[src/rtl/hsbd_pkg.sv]
// Shared constants, types and state codes of the shot boundary detector.
// No dependencies; hsbd_if, hsbd_front, hsbd_queue, hsbd_back and the top level import it.
package hsbd_pkg;

  localparam int BINS_PER_CHANNEL_DEF = 32;
  localparam int MAX_FRAME_PIXELS_DEF = 2097152;

  localparam int PIX_W       = 8;
  localparam int DIST_W      = 28;
  localparam int PERIOD_W    = 16;
  localparam int QUEUE_DEPTH = 4;

  // Q1.30 fractions, quotient up to and including 1.0
  localparam int FRAC_SHIFT = 30;
  localparam int FRAC_W     = FRAC_SHIFT + 1;
  localparam int SUM_W      = FRAC_W + 1;
  localparam int PROD_W     = 2 * FRAC_W;
  // term = d^2 / (s << 6), always below 2^26
  localparam int TERM_SHIFT = 6;
  localparam int TERM_QW    = 26;
  localparam int TERM_DW    = SUM_W + TERM_SHIFT;

  localparam logic [DIST_W-1:0] DIST_MAX      = '1;
  localparam logic [DIST_W-1:0] THRESHOLD_RST = 28'd8388608;

  localparam int CFG_IDX_W  = 1;
  localparam int CFG_DATA_W = DIST_W;

  typedef enum logic [CFG_IDX_W-1:0] {
    CFG_THRESHOLD    = 1'b0,
    CFG_KEY_INTERVAL = 1'b1
  } cfg_idx_t;

  typedef struct packed {
    logic [DIST_W-1:0]   threshold;
    logic [PERIOD_W-1:0] key_interval;
  } cfg_t;

  typedef struct packed {
    logic [DIST_W-1:0] distance;
    logic              above_threshold;
    logic              shot_end;
    logic              shot_start;
    logic              keyframe;
  } res_t;

  typedef enum logic [3:0] {
    ST_CLEAR,
    ST_IDLE,
    ST_PIX_WR,
    ST_WALK_RD,
    ST_WALK_CHK,
    ST_FRAC,
    ST_DIFF,
    ST_MUL,
    ST_TERM_GO,
    ST_TERM,
    ST_NEXT,
    ST_EMIT
  } bk_state_t;

endpackage

[src/rtl/hsbd_queue.sv]
// Short FIFO between front end and histogram engine.
// No dependencies beyond hsbd_pkg for the default depth.
module hsbd_queue import hsbd_pkg::*; #(
  parameter int W     = 16,
  parameter int DEPTH = QUEUE_DEPTH
) (
  input  logic         clk,
  input  logic         rst_n,
  input  logic         push,
  input  logic [W-1:0] wdata,
  output logic         push_ok,
  input  logic         pop,
  output logic         valid,
  output logic [W-1:0] rdata
);
  localparam int AW = $clog2(DEPTH);

  logic [W-1:0]  mem_r [DEPTH];
  logic [AW-1:0] wr_r, rd_r;
  logic [AW:0]   cnt_r;
  logic          do_push, do_pop;

  assign push_ok = cnt_r != (AW+1)'(DEPTH);
  assign valid   = cnt_r != '0;
  assign do_push = push && push_ok;
  assign do_pop  = pop && valid;
  assign rdata   = mem_r[rd_r];

  always_ff @(posedge clk) begin
    if (!rst_n) begin
      wr_r  <= '0;
      rd_r  <= '0;
      cnt_r <= '0;
    end else begin
      if (do_push) begin
        wr_r <= (wr_r == AW'(DEPTH - 1)) ? '0 : wr_r + AW'(1);
      end
      if (do_pop) begin
        rd_r <= (rd_r == AW'(DEPTH - 1)) ? '0 : rd_r + AW'(1);
      end
      if (do_push && !do_pop) begin
        cnt_r <= cnt_r + (AW+1)'(1);
      end else if (do_pop && !do_push) begin
        cnt_r <= cnt_r - (AW+1)'(1);
      end
    end
  end

  always_ff @(posedge clk) begin
    if (do_push) begin
      mem_r[wr_r] <= wdata;
    end
  end
endmodule

[config.mk]
export PLATFORM = sky130hd
export DESIGN_NAME = hsbd_queue
export DESIGN_NICKNAME = d
export VERILOG_FILES = /design/src/rtl/hsbd_pkg.sv /design/src/rtl/hsbd_queue.sv
export SDC_FILE = /design/constraint.sdc
export NUM_CORES = 1
export LEC_CHECK = 0
export BUFFER_PORTS_ARGS = -buffer_cell sky130_fd_sc_hd__buf_2
export CAP_MARGIN = 5
export CORE_ASPECT_RATIO = 2
export CORE_MARGIN = 5
export CORE_UTILIZATION = 35
export CTS_CLUSTER_SIZE = 10
export DETAILED_ROUTE_END_ITERATION = 10
export MAX_ROUTING_LAYER = met4
export SYNTH_ARGS = -nofsm -noshare
export SYNTH_HDL_FRONTEND = slang
export SYNTH_SLANG_ARGS = --single-unit
[constraint.sdc]
create_clock -name clk -period 3.5 [get_ports clk]
set_input_delay 0 -clock clk [delete_from_list [all_inputs] [get_ports clk]]
set_output_delay 0 -clock clk [all_outputs]
set_load 0.005 [all_outputs]
# Yosys cells after proc, flatten, opt, wreduce, memory -nomap -nowiden
# Memory sizes are Yosys's and may differ from the RTL's. A register that Yosys moved wholly into a read port is not among the register bits.
# Cells that the tools add are included.
[totals]
n_memories = 1
register_bits = 7
elab_cells = 27
mem_bits_rw = 64
[memory_table]
columns = ["memory", "words", "word_bits", "read_ports", "rd_ports_with_merged_regs", "write_ports", "line_no", "source"]
rows = [
  ["mem_r", 4, 16, 1, 1, 1, "hsbd_queue.sv:18", "logic [W-1:0] mem_r [DEPTH];"],
]
[op_classes]
n_mux = 8
addsub = 4
n_eq_ne = 3
reduce_logical = 8
[op_table]
columns = ["op", "count"]
rows = [
  ["two-way mux 2 bit", 4],
  ["two-way mux 3 bit", 2],
  ["adder 2 x 1 -> 2 bit (second input constant)", 2],
  ["== test 2 bit (second input constant)", 2],
  ["logical AND 1 bit", 4],
  ["adder 3 x 1 -> 3 bit (second input constant)", 1],
  ["inequality test 3 bit (second input constant)", 1],
  ["nonzero test 3 bit", 1],
  ["subtractor 3 x 1 -> 3 bit (second input constant)", 1],
  ["zero test 1 bit", 2],
  ["two-way mux 1 bit", 2],
  ["nonzero test 2 bit", 1],
]

# Longest topological paths before layout
# Gate-level depths: netlist of run 1.
[logic_depth]
ltp_word = 6
ltp_mapped = 9
ltp_nobuf = 8

# Worst setup path before layout of run 1
# Ideal clock, no wire load.
[synth_timing]
path_type = "flip-flop to flip-flop"
startpoint = "reg cnt_r[0]"
endpoint = "reg cnt_r[2]"
stages_incl_launch_ff = 8
period_less_slack_ns = 2.166
t_required_ns = 3.430
path_slack_ns = 1.334
arrival_time_ns = 2.096
n_path_buf = 0
cell_sequence = "dfxtp_1 -> o31ai_1 -> ha_1 -> inv_1 -> fa_1 -> xor2_1 -> or3_2 -> a21boi_1"
[synth_between]
elab_chain_cells = 5
elab_cells_between_ends = 13
[synth_lines]
columns = ["element", "line_no", "source"]
rows = [
  ["start, declared", "hsbd_queue.sv:20", "logic [AW:0] cnt_r;"],
  ["start signal, assigned", "hsbd_queue.sv:42", "cnt_r <= cnt_r + (AW+1)'(1);"],
  ["start signal, assigned", "hsbd_queue.sv:44", "cnt_r <= cnt_r - (AW+1)'(1);"],
  ["branches (longest 5 deep; another with subtractor 3 x 1 -> 3 bit)", "--", ""],
]
# Parallel ways; which one is timed is not known. The select of a mux whose other input is x is not followed.
# A chain may end at the register's enable or synchronous reset.

# Worst setup path after layout of run 1
# Ends and elaborated chain as after synthesis.

==> results of run 1 <==
worst min path at each step:
stage	from	end
6_report	rst_n	wr_r[0]
5_1_grt	rst_n	wr_r[0]
4_1_cts	rst_n	wr_r[0]
3_5_place_dp	wdata[7]	mem_r[2][7]
3_3_place_gp	wdata[7]	mem_r[2][7]
2_1_floorplan	wdata[0]	mem_r[0][0]
cells in the mapped netlist (2+ instances only):
| cell type | n | share of area [%] |
|---|---|---|
| sky130_fd_sc_hd__edfxtp_1 | 64 | 69 |
| sky130_fd_sc_hd__mux4_2 | 16 | 13 |
| sky130_fd_sc_hd__dfxtp_1 | 9 | 6.4 |
| sky130_fd_sc_hd__ha_1 | 6 | 2.7 |
| sky130_fd_sc_hd__nand2_1 | 5 | 0.67 |
| sky130_fd_sc_hd__and3_2 | 4 | 1.1 |
| sky130_fd_sc_hd__inv_1 | 3 | 0.40 |
| sky130_fd_sc_hd__o21ai_0 | 3 | 0.54 |
| sky130_fd_sc_hd__buf_2 | 2 | 0.36 |
| sky130_fd_sc_hd__mux2i_1 | 2 | 0.72 |
| sky130_fd_sc_hd__nand3_1 | 2 | 0.36 |
| sky130_fd_sc_hd__nor2_1 | 2 | 0.27 |
| sky130_fd_sc_hd__or3_2 | 2 | 0.54 |
layout by cell type (no fill, tap or decap), drive strengths merged:
master,synthesis,routed
dfxtp,9,9
and3,4,4
nor2b,1,1
or3,2,2
o21ai,4,4
edfxtp,64,64
xor2,1,1
clkinv,0,2
fa,1,1
clkinvlp,0,1
inv,3,3
nand3,2,2
nand2,5,5
clkbuf,1,10
xnor2,1,1
mux4,16,16
o31ai,1,1
a21boi,1,1
nor2,2,2
nand4,1,1
ha,6,6
or3b,1,1
dlygate4sd3,0,17
buf,5,38
bufinv,0,3
mux2i,2,2
and2,2,2
per-stage QoR:
step           instance area (um2)  cells
6_report                      3580    296
5_1_grt                       3580    296
4_1_cts                       3580    296
3_5_place_dp                  3070    263
3_3_place_gp                  3070    263
2_1_floorplan                 2800    135
worst register-to-register path, delay by kind of cell, from the launching register on:
| family | cells | cell delay (ns) |
|---|---|---|
| AO/OA/AOI/OAI | 2 | 0.66 |
| adder cells (fa/ha/maj) | 2 | 0.66 |
| AND/OR/NAND/NOR | 1 | 0.41 |
| flip-flops | 1 | 0.36 |
| XOR/XNOR | 1 | 0.16 |
| buffers and inverters | 1 | 0.06 |
cell type report:
cell class / instances / share of cell area, %
inverter: 3 / 0.315
tap: 96 / 3.36
multi-input combinational: 53 / 18.0
sequential: 73 / 58.8
timing repair buffer: 55 / 10.1
clock inverter: 6 / 2.97
clock buffer: 10 / 6.40
routing by layer:
| layer | vias up | routed length [um] |
|---|---|---|
| met3 | 7 | 231 |
| met4 | 0 | 101 |
| met1 | 677 | 1840 |
| met2 | 36 | 2560 |
| met5 | - | 0 |
| li1 | 660 | - |
flip-flops by register name, summed over array words and instances (netlist names), named ones only:
name	flops
rd_r	2
cnt_r	3
mem_r	64
wr_r	2
where the power goes:
group	switching, mW	leakage, nW	internal, mW
Sequential	0.0593	0.661	1.07
Clock	0.318	0.160	0.692
Combinational	0.242	0.449	0.286
Total	0.620	1.27	2.04
logic make-up (layout without fill, tap and decap cells):
| group | Yosys count | count (layout) | synth area share (%) |
|---|---|---|---|
| muxes | 18 | 18 | 13.6 |
| xor gates and xnor gates | 2 | 2 | 0.627 |
| adders and majority gates | 7 | 7 | 3.40 |
| and+or+nand+nor | 20 | 20 | 4.21 |
| AOI/OAI and AO/OA | 6 | 6 | 1.25 |
| DFF | 73 | 73 | 75.2 |
| buffers and inverters | 9 | 74 | 1.70 |
==> run summary, run 1 <==
The flow ran to the end, and the final reports show no timing, DRC or antenna violations. The critical path goes through o31ai_1 > ha_1 > inv_1 > fa_1 > xor2_1 > or3_2 > a21boi_1. The x dimension of the die works out to 73.2 um. In the global route stage, met2 resource usage came out at 18.7%.

For the count of endpoints failing hold in the final timing report, the log shows 0. For the maximum clock frequency, the log shows 0.424 GHz. Type of element launching the critical path: a register.

The run gives 45.4% as the final design utilization. Summed over all failing endpoints, the final setup total negative slack is 0 ns. For the static leakage power, the log shows 1.27 nW.

From bottom edge to top edge, the die measures 136 um. For the via count of the first global-routing pass, the log shows 1472. The worst setup path startpoint was cnt_r[0]. Counting flops and latches in the post-synthesis netlist gives 73.

Setup slack on the critical path of the routed design comes to 1.14 ns. The critical path class was register to register. Summed over all nets, the half-perimeter wirelength after detailed placement is 3100 um. Prior to clock tree synthesis, the placed netlist has a worst setup slack of 1.16 ns. Counting cells, the worst reg-to-reg path comes to 7. The worst hold path was traced through 3 stages. The tools report the core footprint as 7890 um2. The floorplan step defined a die boundary enclosing 9980 um2. The worst register-to-register path has a setup slack of 1.14 ns.

Post-CTS repair changed the size of 0 cells. The final count of pins violating max slew is 0. The clock input transition at the sequential cells of the worst setup and hold paths is 0.05 ns, and the net count after synthesis is 162. The startpoint identified for the worst register-to-register timing path is cnt_r[0]. For this block, the via count after detailed routing is 1380. The design draws 2.66 mW. The multi-input combinational cells in the finished layout cover a total of 646 um2. Yosys mapped a number of flops with a built-in enable equal to 64. In this run, post-CTS hold repair placed 17 buffers.

Global routing consumed, on the met1 layer, 10.9% of the routing resources. The cell count after synthesis came out at 135. The first global-routing pass estimated 7480 um of wire.

In this run the worst hold path is classified as input port to register. Setup repair after global routing left no endpoint under its margin. The run gives 2.61 ns as the arrival time of data at the critical path endpoint. met2 is the most crowded layer. Dominant register cell in the synthesized netlist: sky130_fd_sc_hd__edfxtp_1.

The first routing iteration left 83 violations. After synthesis the cells add up to 2800 um2. The run gives 0 as the initial antenna violation count. The number of fill cells is 674.

The pre-antenna-repair detailed-routing pass consisted of 4 iterations. Once detail routing completed, the nets flagged for antenna violations numbered 0. The number of clock buffers added by TritonCTS is 9. The transition time at the pin with the least slew margin is 0.860 ns.

The longest clock path from root to sink contains 2 buffers. The number of core rows is 46. For the finished layout, the period the worst path requires is 2.36 ns. In this run the power density over the cells is 744 nW/um2.

TritonCTS built the clock tree. Port buffering added 37 buffers. The synthesis warning total is 0, and the number of failing setup endpoints in the final timing report is 0. The share of flip-flops with an asynchronous set or reset after synthesis was 0%. Fraction of layout instances using a drive strength above 1: 37.5%. H-tree level count: 3. The synthesis-to-layout area growth works out to 28.0%.

DRC violation count after routing: 0. The detailed-route wire length was 4730 um. Clock latency on the worst-skew pair, taken at its later pin, is 0.32 ns. Following the worst setup path forward leads to its endpoint at cnt_r[2].

The maximum fanout along the worst path was 5. Clock tree synthesis selected as its root buffer the cell sky130_fd_sc_hd__clkbuf_16. Largest stage delay on the critical path: 0.50 ns. For the final database, setup skew stands at 0.00563 ns.

For the initial core utilization, the log shows 35.4%. The register area share after synthesis came out at 75.2%. After layout, the worst path uses 67.3% of the clock period. For the overall global routing resource usage, the log shows 10.9%.

The run gives 0.546 mV as the largest vdd supply drop. The required time of the critical path is 3.76 ns. For the number of violations of the max-capacitance limit, the log shows 0.

The number of clock sinks is 73, and the routed wire length per instance is 16.0 um. The total I/O pin count was 38. For the unique cell type count in the Yosys netlist, the log shows 28. The tools report the number of nets in the layout as 222.

Average size of a mapped cell: 20.7 um2. The endpoint identified for the worst register-to-register timing path is cnt_r[2]. The logs give 42.6% for the relative max-transition margin and 0 for the number of setup buffers added after CTS. The gate family responsible for the most delay along the worst path was adder cells. The buffer and inverter count on the worst path is 1, and the vias per cell is 4.66.

The number of antenna diodes in the final layout is 0. The standard cell with the maximum stage delay on the critical path was sky130_fd_sc_hd__o31ai_1. In this run the number of cells on the critical path is 7. The element type at the critical path end is a register. Maximum number of pins on one net before global-route repair: 17.

The final estimated routing congestion in global placement came out at 0.768. Worst hold slack after final layout: 0.0164 ns. For met3 alone, demand over resource in global routing was 3.11%. The tools report the total grt overflow as 0.

The total area of sequential cells came out at 2100 um2.
Note: power is estimated with default switching activity, not from simulation.
==> run 2, diff against run 1 <==
Clock period 3.5 ns to 2.15 ns, I/O delays scaled along.
==> run 2 against run 1 <==
  * Sequential power is 63% higher
  * Clock power is 50% higher
  * Core utilization is 0.32 points higher
  * Wire length is 0.70% higher
  * Flip-flop and latch count stayed put
  * Critical path type unchanged
==> run summary, run 2 (synthesis gave the netlist of run 1 again) <==
The flow ran to the end, and the final reports show no timing, DRC or antenna violations. The DRC violation count after routing is 0, and the required time of the critical path is 2.41 ns. The total overflow left after global routing is 0.

The largest registers in the layout are mem_r (64), cnt_r (3). The logs give 0.479 GHz for the maximum clock frequency and 1.28 nW for the static leakage power. TritonCTS created 9 clock buffers.

In the layout the commonest cells are sky130_fd_sc_hd__edfxtp_1, sky130_fd_sc_hd__buf_2, sky130_fd_sc_hd__dlygate4sd3_1. In this run the number of H-tree levels came out at 3. The tools report the count of endpoints failing hold in the final timing report as 0. The logs give 1395 for the via count of the routed design and 7620 um for the global-route wire length before repair. Setup slack on the critical path of the routed design comes to 0.0637 ns. The worst min-delay path class was input port to register. The critical path in this run is classified as register to register. Timing analysis after detailed placement gives a worst setup slack of 0.0328 ns. After layout, the design draws a total of 4.28 mW. The initial antenna violation count was 0; the clock input transition at the sequential cells of the worst setup and hold paths was 0.05 ns. The arrival time of data at the critical path endpoint was 2.34 ns; the number of violations of the max-capacitance limit was 0. The number of flip-flops under the largest register name is 64, and the routed wire length per instance is 15.9 um.

The fraction of layout instances using a drive strength above 1 is 41.2%, and the total inserted antenna cells is 0. For this block, the initial DRC count from the detailed router was 87. The final count of pins violating max slew is 0, and the detailed-placement wirelength estimate is 3220 um.

On the final layout, the worst clock skew is 0.00362 ns. Post-CTS timing repair inserted 0 buffers for setup. The worst setup path is captured at a register.

The register ranked first by flip-flop count is mem_r. At the later pin of the worst-skew pair, clock insertion delay measures 0.33 ns. The root buffer cell is sky130_fd_sc_hd__clkbuf_16.

The congestion estimate from routability-driven global placement came to 0.706. Global routing consumed, over all layers together, 11.1% of the routing resources. The placed instances occupy a cell area of 3110 um2. Across all hold checks on the routed design, the worst slack comes to 0.0106 ns.

Clock tree synthesis found a total of 73 sinks. The area growth from synthesis to layout is 28.9%. For this run, the detailed router's first-pass iteration total came to 4. The routed design has 4760 um of wire. The run gives 9980 um2 as the die area. X dimension of the die: 73.2 um.

After floorplanning, the core was divided into 46 placement rows. Entering global routing, the biggest net connects 17 pins. The die height is 136 um.

The relative max-transition margin is 71.2%, and the largest vdd supply drop is 0.566 mV. Counting I/O delays and the setup requirement, the final critical path takes 2.09 ns. For this design the ratio of total power to cell area is 1190 nW/um2. For the total I/O pin count, the log shows 38. The count of nets left with antenna violations once routing finished came out at 0. The core footprint came out at 7890 um2. Vias per cell: 4.65. The worst path uses 97.0% of the clock period. The via count of the first global-routing pass is 1557, and the number of nets in the layout is 226. Maximum fanout along the worst path: 5. The library cell used most frequently in the layout, excluding fill and tap cells, is sky130_fd_sc_hd__edfxtp_1.

Counting along the longest clock path gives a buffer depth of 2. Initial core utilization: 35.4%. The type of element launching the critical path was a register. The transition time at the pin with the least slew margin came out at 0.433 ns. TritonCTS built the clock tree. The count of buffers added on input and output ports is 37. Setup violations remaining at the end of the flow were counted as 0. The finished cells cover 3600 um2.
[run 2: cell count changes in the layout (fill, tap and decap cells not counted)]
cell,delta
sky130_fd_sc_hd__buf_4,+4
sky130_fd_sc_hd__dfxtp_1,-3
sky130_fd_sc_hd__dfxtp_2,+3
sky130_fd_sc_hd__bufinv_16,-1
sky130_fd_sc_hd__clkbuf_1,-1
sky130_fd_sc_hd__clkinv_1,+1
sky130_fd_sc_hd__clkinv_2,+1
sky130_fd_sc_hd__ha_1,-1
sky130_fd_sc_hd__ha_2,+1
sky130_fd_sc_hd__o31ai_1,-1
sky130_fd_sc_hd__o31ai_4,+1
[run 2: per-stage QoR]
| stage | std cells | util, % | setup TNS [ns] |
|---|---|---|---|
| after floorplan | 135 | - | 0 |
| after global placement | 267 | 39.4 | 0 |
| after detailed placement | 267 | 39.4 | 0 |
| after CTS | 300 | 45.5 | 0 |
| after global routing | 300 | 45.7 | -0.00936 |
| final | 300 | 45.7 | 0 |
[run 2: routing by layer]
metal / global-route usage [%] / up-vias / part of all wire, %
met1: 11.0 / 675 / 38
met4: 5.24 / 0 / 2.1
met5: - / - / 0
met2: 18.9 / 37 / 54
li1: - / 672 / -
met3: 3.70 / 11 / 5.5
[run 2: report_power, final]
part	switching, mW	leakage [nW]	internal [mW]
Sequential	0.0838	0.662	1.74
Combinational	0.427	0.468	0.509
Clock	0.520	0.150	1.00
[run 2: worst max-delay path, stage by stage, from the launching register on]
cell and delay [ns]:
sky130_fd_sc_hd__dfxtp_2 0.39, sky130_fd_sc_hd__or3b_1 0.16, sky130_fd_sc_hd__and2_4 0.17, sky130_fd_sc_hd__ha_2 0.18, sky130_fd_sc_hd__inv_1 0.05, sky130_fd_sc_hd__fa_1 0.37
sky130_fd_sc_hd__xor2_1 0.16, sky130_fd_sc_hd__or3_2 0.41, sky130_fd_sc_hd__a21boi_1 0.14
[run 2: final cells by class]
type / count / area [um2]
well taps: 96 / 120
clock buffers: 9 / 225
inverters: 3 / 11.3
clock inverters: 7 / 85.1
fillers: 677 / 4280
repair buffers: 59 / 393
multi-input cells: 53 / 662
flip-flops and latches: 73 / 2110
[run 2: path summary, 6_finish.rpt]
check        slack, ns  cells after the start  endpoint      from
max               0.06                      8  cnt_r[2]  cnt_r[1]
min               0.01                      2  cnt_r[1]     rst_n
max reg2reg       0.06                      8  cnt_r[2]  cnt_r[1]
min reg2reg       0.50                      2  cnt_r[2]  cnt_r[2]
[run 2: timing repair]
| action | 4_1_cts | 5_1_grt |
|---|---|---|
| endpoints found under the setup margin | 0 | 1 |
| hold endpoints to repair | 65 | 0 |
| hold buffers | 17 | 0 |
| resized for setup | 0 | 5 |
==> run 3, diff against run 2 <==
Settings changed: ABC_AREA set to 1.
==> run 3 against run 2 <==
  * Largest power group unchanged
  * Critical endpoint is now cnt_r[1]
  * Combinational power rose by 37%
  * Clock skew rose by 0.0016 ns
  * Via count rose by 35%
  * Cell area rose by 5.8%
  * Setup slack improved by 0.29 ns
  * First-iteration DRC count rose by 23%
  * Total power rose by 14%
  * Highest routed layer unchanged
  * Flip-flop and latch count did not move
  * Clock power rose by 14%
==> run summary, run 3 <==
The flow ran to the end, and the final reports show no timing, DRC or antenna violations. In the layout the commonest cells are sky130_fd_sc_hd__edfxtp_1, sky130_fd_sc_hd__nor2_1, sky130_fd_sc_hd__buf_2. In this run, CTS created clock tree buffers numbering 9. The gate family responsible for the most delay along the worst path was adder cells. The critical path in this run is classified as register to register. After layout, the design draws a total of 4.86 mW. The maximum clock frequency was 0.556 GHz; the relative max-transition margin was 54.2%. The largest registers in the layout are mem_r (64), cnt_r (3).

The worst min-delay path class is input port to register. The netlist uses 22 different library cells. The detailed-route wire length is 5600 um.

The tools report the DRC violation count after routing as 0. After synthesis the cells add up to 2990 um2. The register with the most flip-flops in the layout has 64 of them.

The final cycle utilization of the critical path works out to 83.6%. Of the total power, registers draw 38.0%. The worst setup path is launched from a register. In the synthesized netlist the dominant register cell turns out to be sky130_fd_sc_hd__edfxtp_1.

After detailed placement, the total cell area comes to 3270 um2. Sequential elements use 70.3% of the synthesized area. Detailed placement finished with a half-perimeter wire length of 3570 um. For the total placed cells including tap cells, the log shows 357. The quantity of I/O buffers inserted on ports came out at 37. The worst-case IR drop observed on VDD is 0.805 mV. The total power divided by cell area works out to 1280 nW/um2. After synthesis, the cell types taking the most area are sky130_fd_sc_hd__edfxtp_1, sky130_fd_sc_hd__dfxtp_1, sky130_fd_sc_hd__nor2_1.

At the end of routability-driven placement, the weighted congestion stood at 0.753. After clock tree synthesis, the clock-pin slew on the worst setup and hold paths is 0.05 ns. The smallest clock period supported by the final layout is computed as 1.80 ns. The largest single stage delay on the critical path is 0.41 ns. In this run the remaining antenna-violating nets after routing total 0. The finished layout holds 391 standard cells, fillers aside.

TritonCTS built the clock tree. The logs give 0.32 ns for the clock network latency to the later pin of the worst-skew pair and 73 for the number of clock sinks. The run gives 1885 as the via count of the routed design. The number of enable flip-flop cells after synthesis came out at 64. In this run the register-to-register setup slack is 0.35 ns. The synthesized design spends more area on one cell type than any other, namely sky130_fd_sc_hd__edfxtp_1.

After routing the design area is 3810 um2. The maximum number of pins on one net before global-route repair is 33. The logs give 12.2% for the overall global routing resource usage and 0 for the count of instances resized after the clock tree is built.

In this run switching power makes up 28.4% of total power. Measured along the y axis, the die boundary spans 141 um. The portion of total power attributed to combinational logic is 26.3%. The first detailed-routing pass took 4 iterations.

The die area came out at 10600 um2. During synthesis, Yosys emitted a total of 0 warnings. The signal on the critical path passes through nor2_4 > nand2_4 > nand2_4 > inv_1 > ha_1 > inv_1 > fa_1 > o21ai_0 > nor2_1.

The clock passes through at most 2 buffers. The root buffer cell was sky130_fd_sc_hd__clkbuf_16. For the final clock skew, the log shows 0.00525 ns. The net count after synthesis was 251; the setup TNS after final layout was 0 ns. Setup violations remaining at the end of the flow were counted as 0. For the H-tree level count, the log shows 3. The tightest hold path in the finished design has a slack of 0.0269 ns. By instance count, the leading cell after synthesis is sky130_fd_sc_hd__edfxtp_1. The final count of pins violating max slew was 0; the total inserted antenna cells was 0.

The via count of the first global-routing pass is 1941, and the routed wire length per instance is 14.3 um. The internal power of the cells totals 3.48 mW. A synthesized cell averages 13.3 um2. At the worst endpoint, the arrival time is 2.01 ns. Along the worst path, the maximum fanout reaches 7.

The worst setup path is captured at a register. The share of synthesized area in the top cell type comes to 64.3%. After the last flow step, the layout net total stands at 315. The transition time at the pin with the least slew margin is 0.685 ns. Most common cell after layout, fill and taps aside: sky130_fd_sc_hd__edfxtp_1.

Synthesis-to-layout area growth: 27.5%. On the critical path, the stage with the largest delay is an instance of sky130_fd_sc_hd__fa_1. The vias per cell came out at 4.82. The clock group share of total power was 35.8%. The number of core rows came out at 47. By count the netlist is led by sky130_fd_sc_hd__edfxtp_1, sky130_fd_sc_hd__nor2_1, sky130_fd_sc_hd__o21ai_1. The logs give 0 for the initial antenna violation count and 0 for the count of endpoints failing hold in the final timing report. The tools report the detailed router's first-iteration violation count as 107. The floorplan step defined a core boundary enclosing 8290 um2. The buffer and inverter count on the worst path is 2. Ranked by flip-flop count, first place goes to mem_r.

Once the floorplan was initialized, standard cells occupied 36.0% of the core. The hold buffer count at CTS is 18, and the number of violations of the max-capacitance limit is 0. The share of flip-flops with an asynchronous set or reset after synthesis was 0%; the synthesized instance count was 224. The total I/O pin count was 38. The global-route wire length before repair is 9190 um.

The logs give 2.37 ns for the required time of the critical path and 1.46 nW for the static leakage power. Summed over all layers, the global routing overflow is 0. The floorplan step set the die width to 75.3 um.

Setup repair after global routing left no endpoint under its margin. After synthesis the netlist holds a flip-flop and latch count of 73. Number of setup buffers added after CTS: 0. The fraction of layout instances using a drive strength above 1 is 28.3%, and the switching power of the nets is 1.38 mW.
## run 3: changes by cell type after synthesis, sizes merged, moves of 2 or more
| cell | previous run | this run |
|---|---|---|
| a21oi | 0 | 2 |
| and2 | 2 | 0 |
| and3 | 4 | 0 |
| buf | 5 | 8 |
| inv | 3 | 17 |
| mux2i | 2 | 0 |
| mux4 | 16 | 0 |
| nand2 | 5 | 15 |
| nor2 | 2 | 49 |
| o21ai | 4 | 34 |
| o22ai | 0 | 16 |
| or3 | 2 | 0 |
## run 3: power groups by stage
stage          logic, mW  clock network, mW  registers (mW)
2_1_floorplan      0.891                  0            1.86
3_3_place_gp        1.26                  0            1.87
3_5_place_dp        1.28                  0            1.88
4_1_cts             1.31               1.78            1.85
5_1_grt             1.45               1.82            1.87
6_report            1.28               1.74            1.85
## run 3: per-layer routing
| layer | wire (um) | vias up | global-route usage (%) |
|---|---|---|---|
| met5 | 0 | - | - |
| met4 | 99 | 0 | 6.08 |
| met3 | 240 | 6 | 3.49 |
| met2 | 3050 | 39 | 19.7 |
| met1 | 2210 | 919 | 13.2 |
| li1 | - | 921 | - |
## run 3: worst paths after layout
kind,startpoint,to,cells past startpoint
min,pop,register,4
max,cnt_r[1],cnt_r[1],9
max reg2reg,cnt_r[1],cnt_r[1],9
min reg2reg,cnt_r[0],cnt_r[0],2
## run 3: metrics by stage
stage	setup WS (ns)	utilization (%)
after global placement	0.409	39.4
final	0.352	45.9
after CTS	0.339	45.9
after detailed placement	0.354	39.4
after floorplan	0.446	-
after global routing	0.223	45.9
## run 3: kinds of logic (layout without fill, tap and decap cells)
| kind of cell | count (synthesis) | in the layout | share of synthesized area (%) |
|---|---|---|---|
| flops | 73 | 73 | 70.3 |
| simple gates | 67 | 67 | 9.92 |
| buf+inv | 25 | 94 | 4.69 |
| compound gates | 52 | 52 | 11.9 |
| fa+ha+maj | 7 | 7 | 3.18 |
## run 3: cell type report
| class | count | area (um2) |
|---|---|---|
| Timing Repair Buffer | 61 | 410 |
| Fill cell | 741 | 4480 |
| Clock buffer | 12 | 267 |
| Clock inverter | 4 | 97.6 |
| Sequential cell | 73 | 2100 |
| Inverter | 17 | 63.8 |
| Multi-Input combinational cell | 126 | 747 |
| Tap cell | 98 | 123 |
## run 3: worst min-delay path, delay by kind of cell
family	cells	cell delay, ns
AND/OR/NAND/NOR	3	0.20
buffers and inverters	1	0.10
